$ cat src/bdq_pkg.sv
`timescale 1ns / 1ps
`default_nettype none
// ----------------------------------------------------------------------------
// bdq_pkg: shared definitions for the bounded deque
// Sizes, operation codes and the per-cell command used by the cell row.
// ----------------------------------------------------------------------------
package bdq_pkg;

	localparam int DEPTH  = 16;
	localparam int WORD_W = 32;
	localparam int CNT_W  = $clog2(DEPTH + 1);
	localparam int CAP_W  = 5;
	localparam int FUNC_W = 3;
	localparam int ADDR_W = 3;
	localparam int DATA_W = 32;

	localparam logic [CAP_W-1:0] CAP_RESET = CAP_W'(16);

	localparam logic [FUNC_W-1:0] FN_INS_FRONT = 3'd0;
	localparam logic [FUNC_W-1:0] FN_INS_REAR  = 3'd1;
	localparam logic [FUNC_W-1:0] FN_DEL_FRONT = 3'd2;
	localparam logic [FUNC_W-1:0] FN_DEL_REAR  = 3'd3;
	localparam logic [FUNC_W-1:0] FN_PEEK      = 3'd4;

	localparam logic [0:0] REG_CAPACITY = 1'b0;

	typedef struct packed {
		logic ins_front;
		logic ins_rear;
		logic del_front;
		logic del_rear;
	} cell_op_t;

endpackage
`default_nettype wire

$ cat src/bdq_cell.sv
`timescale 1ns / 1ps
`default_nettype none
// ----------------------------------------------------------------------------
// bdq_cell: one position of the deque
// Holds one word and its valid flag and trades data with its neighbors.
// ----------------------------------------------------------------------------
module bdq_cell (
	input  wire                            clk,
	input  wire                            arst_n,
	input  wire bdq_pkg::cell_op_t         op,
	input  wire  [bdq_pkg::WORD_W-1:0]     value,
	input  wire                            prev_valid,
	input  wire  [bdq_pkg::WORD_W-1:0]     prev_data,
	input  wire                            next_valid,
	input  wire  [bdq_pkg::WORD_W-1:0]     next_data,
	output logic                           valid,
	output logic [bdq_pkg::WORD_W-1:0]     data,
	output logic [bdq_pkg::WORD_W-1:0]     rear_data
);

	logic                          valid_q;
	logic [bdq_pkg::WORD_W-1:0]    data_q;
	logic                          valid_d;
	logic [bdq_pkg::WORD_W-1:0]    data_d;

	always_comb begin
		valid_d = valid_q;
		data_d  = data_q;
		priority if (op.ins_front) begin
			valid_d = prev_valid;
			data_d  = prev_data;
		end else if (op.ins_rear) begin
			if (!valid_q && prev_valid) begin
				valid_d = 1'b1;
				data_d  = value;
			end
		end else if (op.del_front) begin
			valid_d = next_valid;
			data_d  = next_data;
		end else if (op.del_rear) begin
			if (valid_q && !next_valid) begin
				valid_d = 1'b0;
			end
		end else begin
			valid_d = valid_q;
			data_d  = data_q;
		end
	end

	always_ff @(posedge clk or negedge arst_n) begin
		if (!arst_n) begin
			valid_q <= 1'b0;
		end else begin
			valid_q <= valid_d;
		end
	end

	always_ff @(posedge clk) begin
		data_q <= data_d;
	end

	assign valid     = valid_q;
	assign data      = data_q;
	assign rear_data = (valid_q && !next_valid) ? data_q : '0;

endmodule
`default_nettype wire

$ cat src/bounded_deque.sv
`timescale 1ns / 1ps
`default_nettype none
// A result is offered in the cycle after its item is accepted.
// Throughput: one item per cycle while the input is not stalled; every cell of the row updates in the same cycle.
// The input stalls only while a result waits at a stalled output.
// Reset empties the deque, sets capacity to 16 and drops any pending result.
// Word contents are not reset; only cells marked valid are ever shown.
// ----------------------------------------------------------------------------
// bounded_deque: double-ended queue in a row of shifting cells
// Cell 0 holds the front word; inserts and deletes at the front shift the row.
// ----------------------------------------------------------------------------
module bounded_deque (
	input  wire                               clk,
	input  wire                               arst_n,
	input  wire                               psel,
	input  wire                               penable,
	input  wire                               pwrite,
	input  wire  [bdq_pkg::ADDR_W-1:0]        paddr,
	input  wire  [bdq_pkg::DATA_W-1:0]        pwdata,
	output logic [bdq_pkg::DATA_W-1:0]        prdata,
	output logic                              pready,
	input  wire                               in_valid,
	output logic                              in_stall,
	input  wire  [bdq_pkg::FUNC_W-1:0]        func,
	input  wire signed [bdq_pkg::WORD_W-1:0]  value,
	output logic                              out_valid,
	input  wire                               out_stall,
	output logic                              ok,
	output logic signed [bdq_pkg::WORD_W-1:0] front_word,
	output logic signed [bdq_pkg::WORD_W-1:0] rear_word,
	output logic                              is_empty,
	output logic                              is_full,
	output logic [bdq_pkg::CNT_W-1:0]         held
);

	localparam int N = bdq_pkg::DEPTH;

	logic [bdq_pkg::CAP_W-1:0]  cap_q;
	logic [bdq_pkg::CNT_W-1:0]  held_q;
	logic                       ok_q;
	logic                       out_valid_q;
	logic [bdq_pkg::CNT_W-1:0]  eff_cap;
	logic                       in_acc;
	logic                       ok_c;
	logic                       has_room;
	logic                       has_word;
	bdq_pkg::cell_op_t          op;
	logic [N-1:0]               cell_valid;
	logic [bdq_pkg::WORD_W-1:0] cell_data [N];
	logic [bdq_pkg::WORD_W-1:0] cell_rear [N];
	logic [bdq_pkg::WORD_W-1:0] rear_or;

	assign pready = 1'b1;

	always_ff @(posedge clk or negedge arst_n) begin
		if (!arst_n) begin
			cap_q <= bdq_pkg::CAP_RESET;
		end else if (psel && penable && pwrite && pready &&
			paddr[bdq_pkg::ADDR_W-1] == bdq_pkg::REG_CAPACITY) begin
			cap_q <= pwdata[bdq_pkg::CAP_W-1:0];
		end
	end

	assign prdata = (paddr[bdq_pkg::ADDR_W-1] == bdq_pkg::REG_CAPACITY) ?
		bdq_pkg::DATA_W'(cap_q) : '0;

	assign eff_cap  = (cap_q > bdq_pkg::CAP_W'(N)) ? bdq_pkg::CNT_W'(N) :
		bdq_pkg::CNT_W'(cap_q);
	assign has_room = held_q < eff_cap;
	assign has_word = held_q != '0;
	assign in_stall = out_valid_q && out_stall;
	assign in_acc   = in_valid && !in_stall;

	always_comb begin
		ok_c = 1'b0;
		op   = '0;
		unique case (func)
			bdq_pkg::FN_INS_FRONT: begin
				ok_c         = has_room;
				op.ins_front = in_acc && has_room;
			end
			bdq_pkg::FN_INS_REAR: begin
				ok_c        = has_room;
				op.ins_rear = in_acc && has_room;
			end
			bdq_pkg::FN_DEL_FRONT: begin
				ok_c         = has_word;
				op.del_front = in_acc && has_word;
			end
			bdq_pkg::FN_DEL_REAR: begin
				ok_c        = has_word;
				op.del_rear = in_acc && has_word;
			end
			bdq_pkg::FN_PEEK: begin
				ok_c = 1'b1;
			end
			default: begin
				ok_c = 1'b0;
			end
		endcase
	end

	always_ff @(posedge clk or negedge arst_n) begin
		if (!arst_n) begin
			held_q      <= '0;
			out_valid_q <= 1'b0;
		end else begin
			if (op.ins_front || op.ins_rear) begin
				held_q <= held_q + bdq_pkg::CNT_W'(1);
			end else if (op.del_front || op.del_rear) begin
				held_q <= held_q - bdq_pkg::CNT_W'(1);
			end
			if (in_acc) begin
				out_valid_q <= 1'b1;
			end else if (!out_stall) begin
				out_valid_q <= 1'b0;
			end
		end
	end

	always_ff @(posedge clk) begin
		if (in_acc) begin
			ok_q <= ok_c;
		end
	end

	for (genvar i = 0; i < N; i++) begin : g_cell
		logic                       pv;
		logic [bdq_pkg::WORD_W-1:0] pd;
		logic                       nv;
		logic [bdq_pkg::WORD_W-1:0] nd;
		if (i == 0) begin : g_first
			assign pv = 1'b1;
			assign pd = value;
		end else begin : g_mid
			assign pv = cell_valid[i-1];
			assign pd = cell_data[i-1];
		end
		if (i == N - 1) begin : g_last
			assign nv = 1'b0;
			assign nd = '0;
		end else begin : g_inner
			assign nv = cell_valid[i+1];
			assign nd = cell_data[i+1];
		end
		bdq_cell u_cell (
			.clk        (clk),
			.arst_n     (arst_n),
			.op         (op),
			.value      (value),
			.prev_valid (pv),
			.prev_data  (pd),
			.next_valid (nv),
			.next_data  (nd),
			.valid      (cell_valid[i]),
			.data       (cell_data[i]),
			.rear_data  (cell_rear[i])
		);
	end

	always_comb begin
		rear_or = '0;
		for (int i = 0; i < N; i++) begin
			rear_or = rear_or | cell_rear[i];
		end
	end

	assign out_valid  = out_valid_q;
	assign ok         = ok_q;
	assign front_word = cell_valid[0] ? cell_data[0] : '1;
	assign rear_word  = cell_valid[0] ? rear_or : '1;
	assign is_empty   = held_q == '0;
	assign is_full    = held_q == eff_cap;
	assign held       = held_q;

	a_count_matches: assert property (@(posedge clk) disable iff (!arst_n)
		$countones(cell_valid) == 32'(held_q))
		else $error("held count disagrees with valid cells");

	a_contiguous: assert property (@(posedge clk) disable iff (!arst_n)
		((cell_valid + N'(1)) & cell_valid) == '0)
		else $error("valid cells are not packed from the front");

	a_insert_grows: assert property (@(posedge clk) disable iff (!arst_n)
		(op.ins_front || op.ins_rear) |=> held_q == $past(held_q) + bdq_pkg::CNT_W'(1))
		else $error("successful insert did not grow the count");

	a_bounded: assert property (@(posedge clk) disable iff (!arst_n)
		held_q <= bdq_pkg::CNT_W'(N))
		else $error("count exceeds the number of cells");

endmodule
`default_nettype wire
$ cat config.mk
export PLATFORM = sky130hd
export DESIGN_NAME = bounded_deque
export DESIGN_NICKNAME = d
export VERILOG_FILES = /design/src/bdq_pkg.sv /design/src/bdq_cell.sv /design/src/bounded_deque.sv
export SDC_FILE = /design/constraint.sdc
export NUM_CORES = 1
export LEC_CHECK = 0
export BUFFER_PORTS_ARGS = -buffer_cell sky130_fd_sc_hd__buf_2
export CORE_MARGIN = 3
export CORE_UTILIZATION = 40
export DETAILED_ROUTE_END_ITERATION = 10
export HOLD_SLACK_MARGIN = 0.06
export PLACE_DENSITY = 0.65
export SYNTH_ARGS = -nofsm -noshare
export SYNTH_HDL_FRONTEND = slang
export SYNTH_SLANG_ARGS = --single-unit
$ cat constraint.sdc
create_clock -name clk -period 8.55 [get_ports clk]
set_input_delay 1.2825 -clock clk [delete_from_list [all_inputs] [get_ports clk]]
set_output_delay 1.2825 -clock clk [all_outputs]
set_load 0.05 [all_outputs]
* Word level (Yosys, flattened, before mapping) *
Index checks and enable logic that the tools add are counted.

storage, ports and cells
  output and inout port bits = 107
  register bits = 540
  input bits = 77

cells by class
  equality and inequality tests = 22
  order comparisons = 2
  bitwise gates (word level) = 16
  reductions and logical operators = 95
  $add $sub $neg = 2
  multiplexer cells = 187

operators by type and width
  kind                   count
  $mux W32               82
  $or A32 B32 Y32        15
  $mux W1                100
  $reduce_bool A4 Y1     16
  $ne A3 B1 Y1 const B   15
  $reduce_and A3 Y1      14
  $reduce_and A2 Y1      18
  $logic_and A1 B1 Y1    22
  $mux W5                4
  $logic_not A1 Y1       16
  $eq A3 B2 Y1 const B   2
  $add A5 B1 Y5 const B  1
  $eq A5 B5 Y1           1
  $gt A5 B5 Y1 const B   1
  $logic_not A5 Y1       1
  $lt A5 B5 Y1           1
  $reduce_bool A5 Y1     1
  $sub A5 B1 Y5 const B  1
  $reduce_or A2 Y1       2
  $eq A3 B1 Y1 const B   1
  $eq A3 B3 Y1 const B   1
  $logic_not A3 Y1       1
  $ne A3 B3 Y1 const B   1
  $pmux W1 S3            1
  other kinds (5)        6

* Depth between registers and ports, before layout *
  word-level depth = 19
  depth in mapped cells = 12

* Cells and area by module *
A second synthesis with hierarchy kept.

unflattened totals
  cells, all modules = 3300
  area total of the unflattened synthesis = 33231.9 um^2

modules (own cells, without submodules)
  module         instances  sequential area each (um^2)  cells an instance  area each (um^2)
  bdq_cell       16         985.9                        185                1919.3
  bounded_deque  1          306.5                        340                2522.4

* Least setup slack after synthesis *
OpenSTA, ideal clock, no wires.

  kind = input -> register
  start point = in func[1] (netlist name)
  end point = reg g_cell[0].u_cell.data_q, in the netlist g_cell[0].u_cell.data[0], enable pin
  setup time = 0.397 ns
  setup slack = 4.822 ns
  arrival = 3.331 ns
  stages = 8
  buffers on the path = 4
  cell sequence = a211oi_2 > nand4b_2 > or2_1 > buf_6 > buf_6 > buf_6 > buf_6 > o21ai_2

between the ends
  longest elaborated chain between the ends = 4

ends and longest elaborated chain
  item                                                                        line                 source
  start: declaration                                                          bounded_deque.sv:24  input wire [bdq_pkg::FUNC_W-1:0] func,
  $eq A3 B1 Y1, or another cell as far along                                  bounded_deque.sv:77  unique case (func)
  $mux W1                                                                     bounded_deque.sv:77
  $ne A3 B3 Y1 (no source line) / $reduce_bool A3 Y1 (equally long branches)  --
  $reduce_and A2 Y1 (no source line) *                                        --
  end signal: assignment                                                      bdq_cell.sv:59       data_q <= data_d;
  end: declaration                                                            bdq_cell.sv:22       logic [bdq_pkg::WORD_W-1:0] data_q;

Mark *: on every way between the ends. The rest lies on a longest branch, timed or not.
A chain may end at the register's enable or synchronous reset.

* Final worst setup path *
  start point = reg cap_q[4] (netlist name)
  end point = reg g_cell[6].u_cell.data_q, in the netlist g_cell[6].u_cell.data[19], data pin

between the ends
  longest elaborated chain between the ends = 7

ends and longest elaborated chain
  item                                         line                                      source
  start: declaration                           bounded_deque.sv:38                       logic [bdq_pkg::CAP_W-1:0] cap_q;
  start signal: assignment                     bounded_deque.sv:57                       cap_q <= bdq_pkg::CAP_RESET;
  start signal: assignment                     bounded_deque.sv:60                       cap_q <= pwdata[bdq_pkg::CAP_W-1:0];
  $gt A5 B5 Y1                                 bounded_deque.sv:67                       assign eff_cap = (cap_q > bdq_pkg::CAP_W'(N)) ? bdq_pkg::CNT_W'(N) :
  $mux W5 *                                    bounded_deque.sv:67
  $lt A5 B5 Y1 *                               bounded_deque.sv:69                       assign has_room = held_q < eff_cap;
  $logic_and A1 B1 Y1 *                        bounded_deque.sv:80, bounded_deque.sv:84
  $mux W1                                      bounded_deque.sv:77
  $mux W32                                     bdq_cell.sv:32                            end else if (op.ins_rear) begin
  $mux W32 *                                   bdq_cell.sv:29                            priority if (op.ins_front) begin
  named net g_cell[6].u_cell.data_d (one bit)  bdq_cell.sv:24                            logic [bdq_pkg::WORD_W-1:0] data_d;
  end signal: assignment                       bdq_cell.sv:59
  end: declaration                             bdq_cell.sv:22

Mark *: on every way through the listed nets, which the timed path passes. The rest lies on a longest branch.

==> reports/summary.md <==
Number of global-route vias before repair: 21.8k. The core region is 70,600 sq um. After routing, the total negative slack on setup checks comes to 0 ps. The floorplan step set the die width to 274 um. The average instance area after synthesis works out to 9.67 sq um. The worst setup path is captured at a flop. For the DRC violation total after the first TritonRoute iteration, the log shows 3,670. The fraction of registers with async set/reset came out at 0.0500. The flow ran to the end, and the final reports show no timing, DRC or antenna violations. The die covers 75,100 sq um.

The max capacitance violation total came out at 0. The count of mapped cells out of synthesis is 2,975. The type of the worst setup path was reg -> reg. Entering global routing, the biggest net connects 262 pins. The final standard cell count with taps included and fillers excluded was 3,893; the flip-flop and latch count after synthesis was 540. The final RePlAce weighted congestion is 0.815. Setup violations remaining at the end of the flow were counted as 0. The maximum buffer depth of the clock tree is 3. Cell at the slowest stage of the critical path: sky130_fd_sc_hd__buf_4.

In this run the power density over the cells is 291 nW/um^2. Fraction of final layout cells sized beyond drive strength 1: 0.113. Biggest area consumer among synthesized cells: sky130_fd_sc_hd__edfxtp_1.

The overall fraction of global-route tracks in use was 0.248; the wire length of the first global-routing pass was 142,000 um. The area of the mapped netlist is 28,800 sq um, and the layout net count is 2,984. After global routing the overflow that remains totals 0. Leakage power: 11.4 nW. For the pin with the worst max-slew slack, the measured transition is 1160 ps. The logs give 95,700 um for the routed wire length and 7 for the number of iterations in the first detailed-routing pass.

For this run, the top clock speed supported by timing is 213 MHz. At the worst endpoint, the arrival time is 5010 ps. From synthesis to final layout, the design area changed by 9.23%.

The tools report the worst slew margin relative to its limit as 0.228. The routed design could run at a clock period as short as 4690 ps. The number of clock buffers added by TritonCTS is 59. In this design, the stage delay of the slowest critical-path cell is 950 ps.

During synthesis, Yosys emitted a total of 0 warnings. In this run, post-CTS repair resized a total of 0 instances. In this run the number of H-tree levels came out at 2.

The post-placement cell count is 3,780. In this run the worst hold path is classified as reg -> reg. Before CTS, the worst setup slack after placement is 3590 ps. Broken down by cell family, the worst path's largest delay share belongs to buffers and inverters. Clock tree root driver cell: sky130_fd_sc_hd__clkbuf_16. Among all flip-flop cells after synthesis, the most frequent one is sky130_fd_sc_hd__edfxtp_1. The row count came out at 97. Clock-pin slew was measured on the worst setup and hold paths at 60 ps. The biggest fanout along the worst timing path was 261; the share of synthesized area occupied by flip-flops and latches was 0.559. The number of inserted filler cells in the final layout was 6,772. For the effective utilization at floorplan, the log shows 0.407.

The utilization after layout is 0.445. The number of enable-type register cells in the synthesized netlist was 513; the clock insertion delay at the later pin of the skew report was 640 ps. The worst vdd rail ir drop was 0.208 mV.

Nature of the critical path startpoint: a flop. After clock tree synthesis, the flow added hold-fix buffers numbering 0. Once detailed placement completed, the half-perimeter wirelength came to 52,200 um. The routed layout has 23.7k vias.

The number of library cell types mapped by synthesis was 52; the worst path buffer plus inverter count was 3. Using the TritonRoute via totals, the vias-per-cell ratio works out to 6.10. Once routing completed, OpenROAD measured the worst setup slack at 3860 ps.

The number of antenna violations at the first check in global routing was 2. At the worst endpoint, the required time is 8870 ps. Number of pins exceeding their max-slew limit in the final report: 0. Walking the worst path, the cells encountered are inv_1 -> ha_1 -> nand2_1 -> a211oi_4 -> or2_4 -> buf_12 -> buf_4 -> o21ai_0. The buffer count from post-CTS setup fixing was 0. Quantity of I/O buffers inserted on ports: 126.

The number of failing hold endpoints at the final stage was 0; the height of the chip was 274 um. Sorting the synthesized cells by area gives the leading types as sky130_fd_sc_hd__edfxtp_1 (54%), sky130_fd_sc_hd__a21oi_1 (8.4%), sky130_fd_sc_hd__nand2_1 (8.2%). The routed wire length per instance was 24.6 um.

TritonCTS built the clock tree. 184 I/O pins were placed. The area share of the leading cell type in the synthesized netlist was 0.536; the post-route clock skew was 17.9 ps. After detailed routing, the number of remaining DRC violations is 0. The final worst-path cycle share is 0.549.

The final antenna-violating net count was 0. Setup repair after global routing left no endpoint under its margin. Clock tree synthesis found a total of 540 sinks.
[cells in the final DEF (no fill, tap or decap), types with 31 or more instances in the layout]
cell and n:
sky130_fd_sc_hd__a221oi_1 114, sky130_fd_sc_hd__edfxtp_1 513, sky130_fd_sc_hd__a22o_1 85, sky130_fd_sc_hd__a21oi_1 483, sky130_fd_sc_hd__o21ai_1 193, sky130_fd_sc_hd__nand4_1 31
sky130_fd_sc_hd__and2_1 32, sky130_fd_sc_hd__buf_4 48, sky130_fd_sc_hd__o21ai_0 271, sky130_fd_sc_hd__nand2_1 616, sky130_fd_sc_hd__clkbuf_16 60, sky130_fd_sc_hd__buf_2 126
sky130_fd_sc_hd__nand3_1 31, sky130_fd_sc_hd__nand2b_1 60
[layer usage]
layer | global-route usage | share of wire
met1 | 0.346 | 0.41
met2 | 0.389 | 0.45
met3 | 0.0392 | 0.096
met4 | 0.0984 | 0.043
met5 | 0 | 0
[worst reg2reg max path, cell delays in order, from the launching register on]
cell,delay [ps]
sky130_fd_sc_hd__dfstp_2,530
sky130_fd_sc_hd__inv_1,90
sky130_fd_sc_hd__ha_1,320
sky130_fd_sc_hd__nand2_1,120
sky130_fd_sc_hd__a211oi_4,410
sky130_fd_sc_hd__or2_4,710
sky130_fd_sc_hd__buf_12,820
sky130_fd_sc_hd__buf_4,1040
sky130_fd_sc_hd__o21ai_0,350
[flip-flops by register name, indices dropped and copies added, names as in the netlist]
signal	flops
out_valid	1
cap_q	5
g_cell.u_cell.valid	16
ok	1
held	5
g_cell.u_cell.data	512
[final timing paths]
kind                       cells after the start                   endpoint  slack, ps     start
max                                            8  g_cell[6].u_cell.data[19]       3860  cap_q[4]
min                                            1                   cap_q[2]        540  cap_q[2]
max reg2reg                                    8  g_cell[6].u_cell.data[19]       3860  cap_q[4]
min reg2reg                                    1                   cap_q[2]        540  cap_q[2]
max in group asynchronous                      1     g_cell[0].u_cell.valid       7400    arst_n
min in group asynchronous                      1                    held[2]        670    arst_n
[cell usage after synthesis (2+ instances only)]
| master | number |
|---|---|
| sky130_fd_sc_hd__nor3_1 | 2 |
| sky130_fd_sc_hd__inv_1 | 8 |
| sky130_fd_sc_hd__buf_2 | 37 |
| sky130_fd_sc_hd__a21boi_0 | 13 |
| sky130_fd_sc_hd__xnor2_1 | 5 |
| sky130_fd_sc_hd__and2_1 | 32 |
| sky130_fd_sc_hd__clkbuf_1 | 231 |
| sky130_fd_sc_hd__a221oi_1 | 114 |
| sky130_fd_sc_hd__mux2_2 | 6 |
| sky130_fd_sc_hd__a22o_1 | 86 |
| sky130_fd_sc_hd__dfrtp_1 | 26 |
| sky130_fd_sc_hd__o211ai_2 | 2 |
| sky130_fd_sc_hd__buf_6 | 34 |
| sky130_fd_sc_hd__nand4_1 | 31 |
| sky130_fd_sc_hd__nor2_2 | 21 |
| sky130_fd_sc_hd__a2111oi_0 | 3 |
| sky130_fd_sc_hd__a22oi_1 | 13 |
| sky130_fd_sc_hd__ha_1 | 6 |
| sky130_fd_sc_hd__nor2_1 | 23 |
| sky130_fd_sc_hd__o21ai_0 | 271 |
| sky130_fd_sc_hd__conb_1 | 2 |
| sky130_fd_sc_hd__edfxtp_1 | 513 |
| sky130_fd_sc_hd__o22ai_1 | 4 |
| sky130_fd_sc_hd__buf_1 | 3 |
| sky130_fd_sc_hd__o21ai_1 | 193 |
| sky130_fd_sc_hd__nand2b_1 | 60 |
| sky130_fd_sc_hd__a221o_1 | 15 |
| sky130_fd_sc_hd__a222oi_1 | 2 |
| sky130_fd_sc_hd__nor2b_1 | 21 |
| sky130_fd_sc_hd__buf_4 | 30 |
| sky130_fd_sc_hd__o21ai_2 | 3 |
| sky130_fd_sc_hd__nand2_1 | 630 |
| sky130_fd_sc_hd__a21oi_1 | 483 |
| sky130_fd_sc_hd__o2111ai_1 | 3 |
| sky130_fd_sc_hd__or3_1 | 2 |
| sky130_fd_sc_hd__nand3_1 | 31 |
[final cells by class]
type                       instances  area [sq um]  area share
antenna                            2          5.00    0.000159
clock buffer                      72          1550      0.0492
clock inverter                    39           325      0.0104
inverter                           9          41.3     0.00131
multi-input combinational       2116         11200       0.357
sequential                       540         16100       0.512
tap                              940          1180      0.0374
timing repair buffer             175          1010      0.0322
[logic make-up (layout without fill, tap and decap cells)]
logic type	Yosys count	in the layout	synth area share
XOR/XNOR	5	5	0.00152
AO/OA/AOI/OAI	1212	1212	0.245
other	2	30	0.000261
multiplexers	6	6	0.00235
flip-flops	540	540	0.559
buffers and inverters	345	295	0.0595
AND/OR/NAND/NOR	859	859	0.129
adder cells (fa/ha/maj)	6	6	0.00261
[report_power, final]
group	internal [W]	total (W)	switching (W)
clock	0.00143	0.00253	0.00109
sequential	0.00324	0.00350	0.000255
combinational	0.000833	0.00313	0.00230
[per-stage QoR]
stage	total power [W]	hold slack (ps)	area (sq um)
4_1_cts	0.00915	546	31400
2_1_floorplan	0.00556	486	28900
5_1_grt	0.00950	569	31400
3_5_place_dp	0.00664	530	29500
6_report	0.00916	540	31400
3_3_place_gp	0.00661	531	29500
Power figures use the tool's default switching activity.
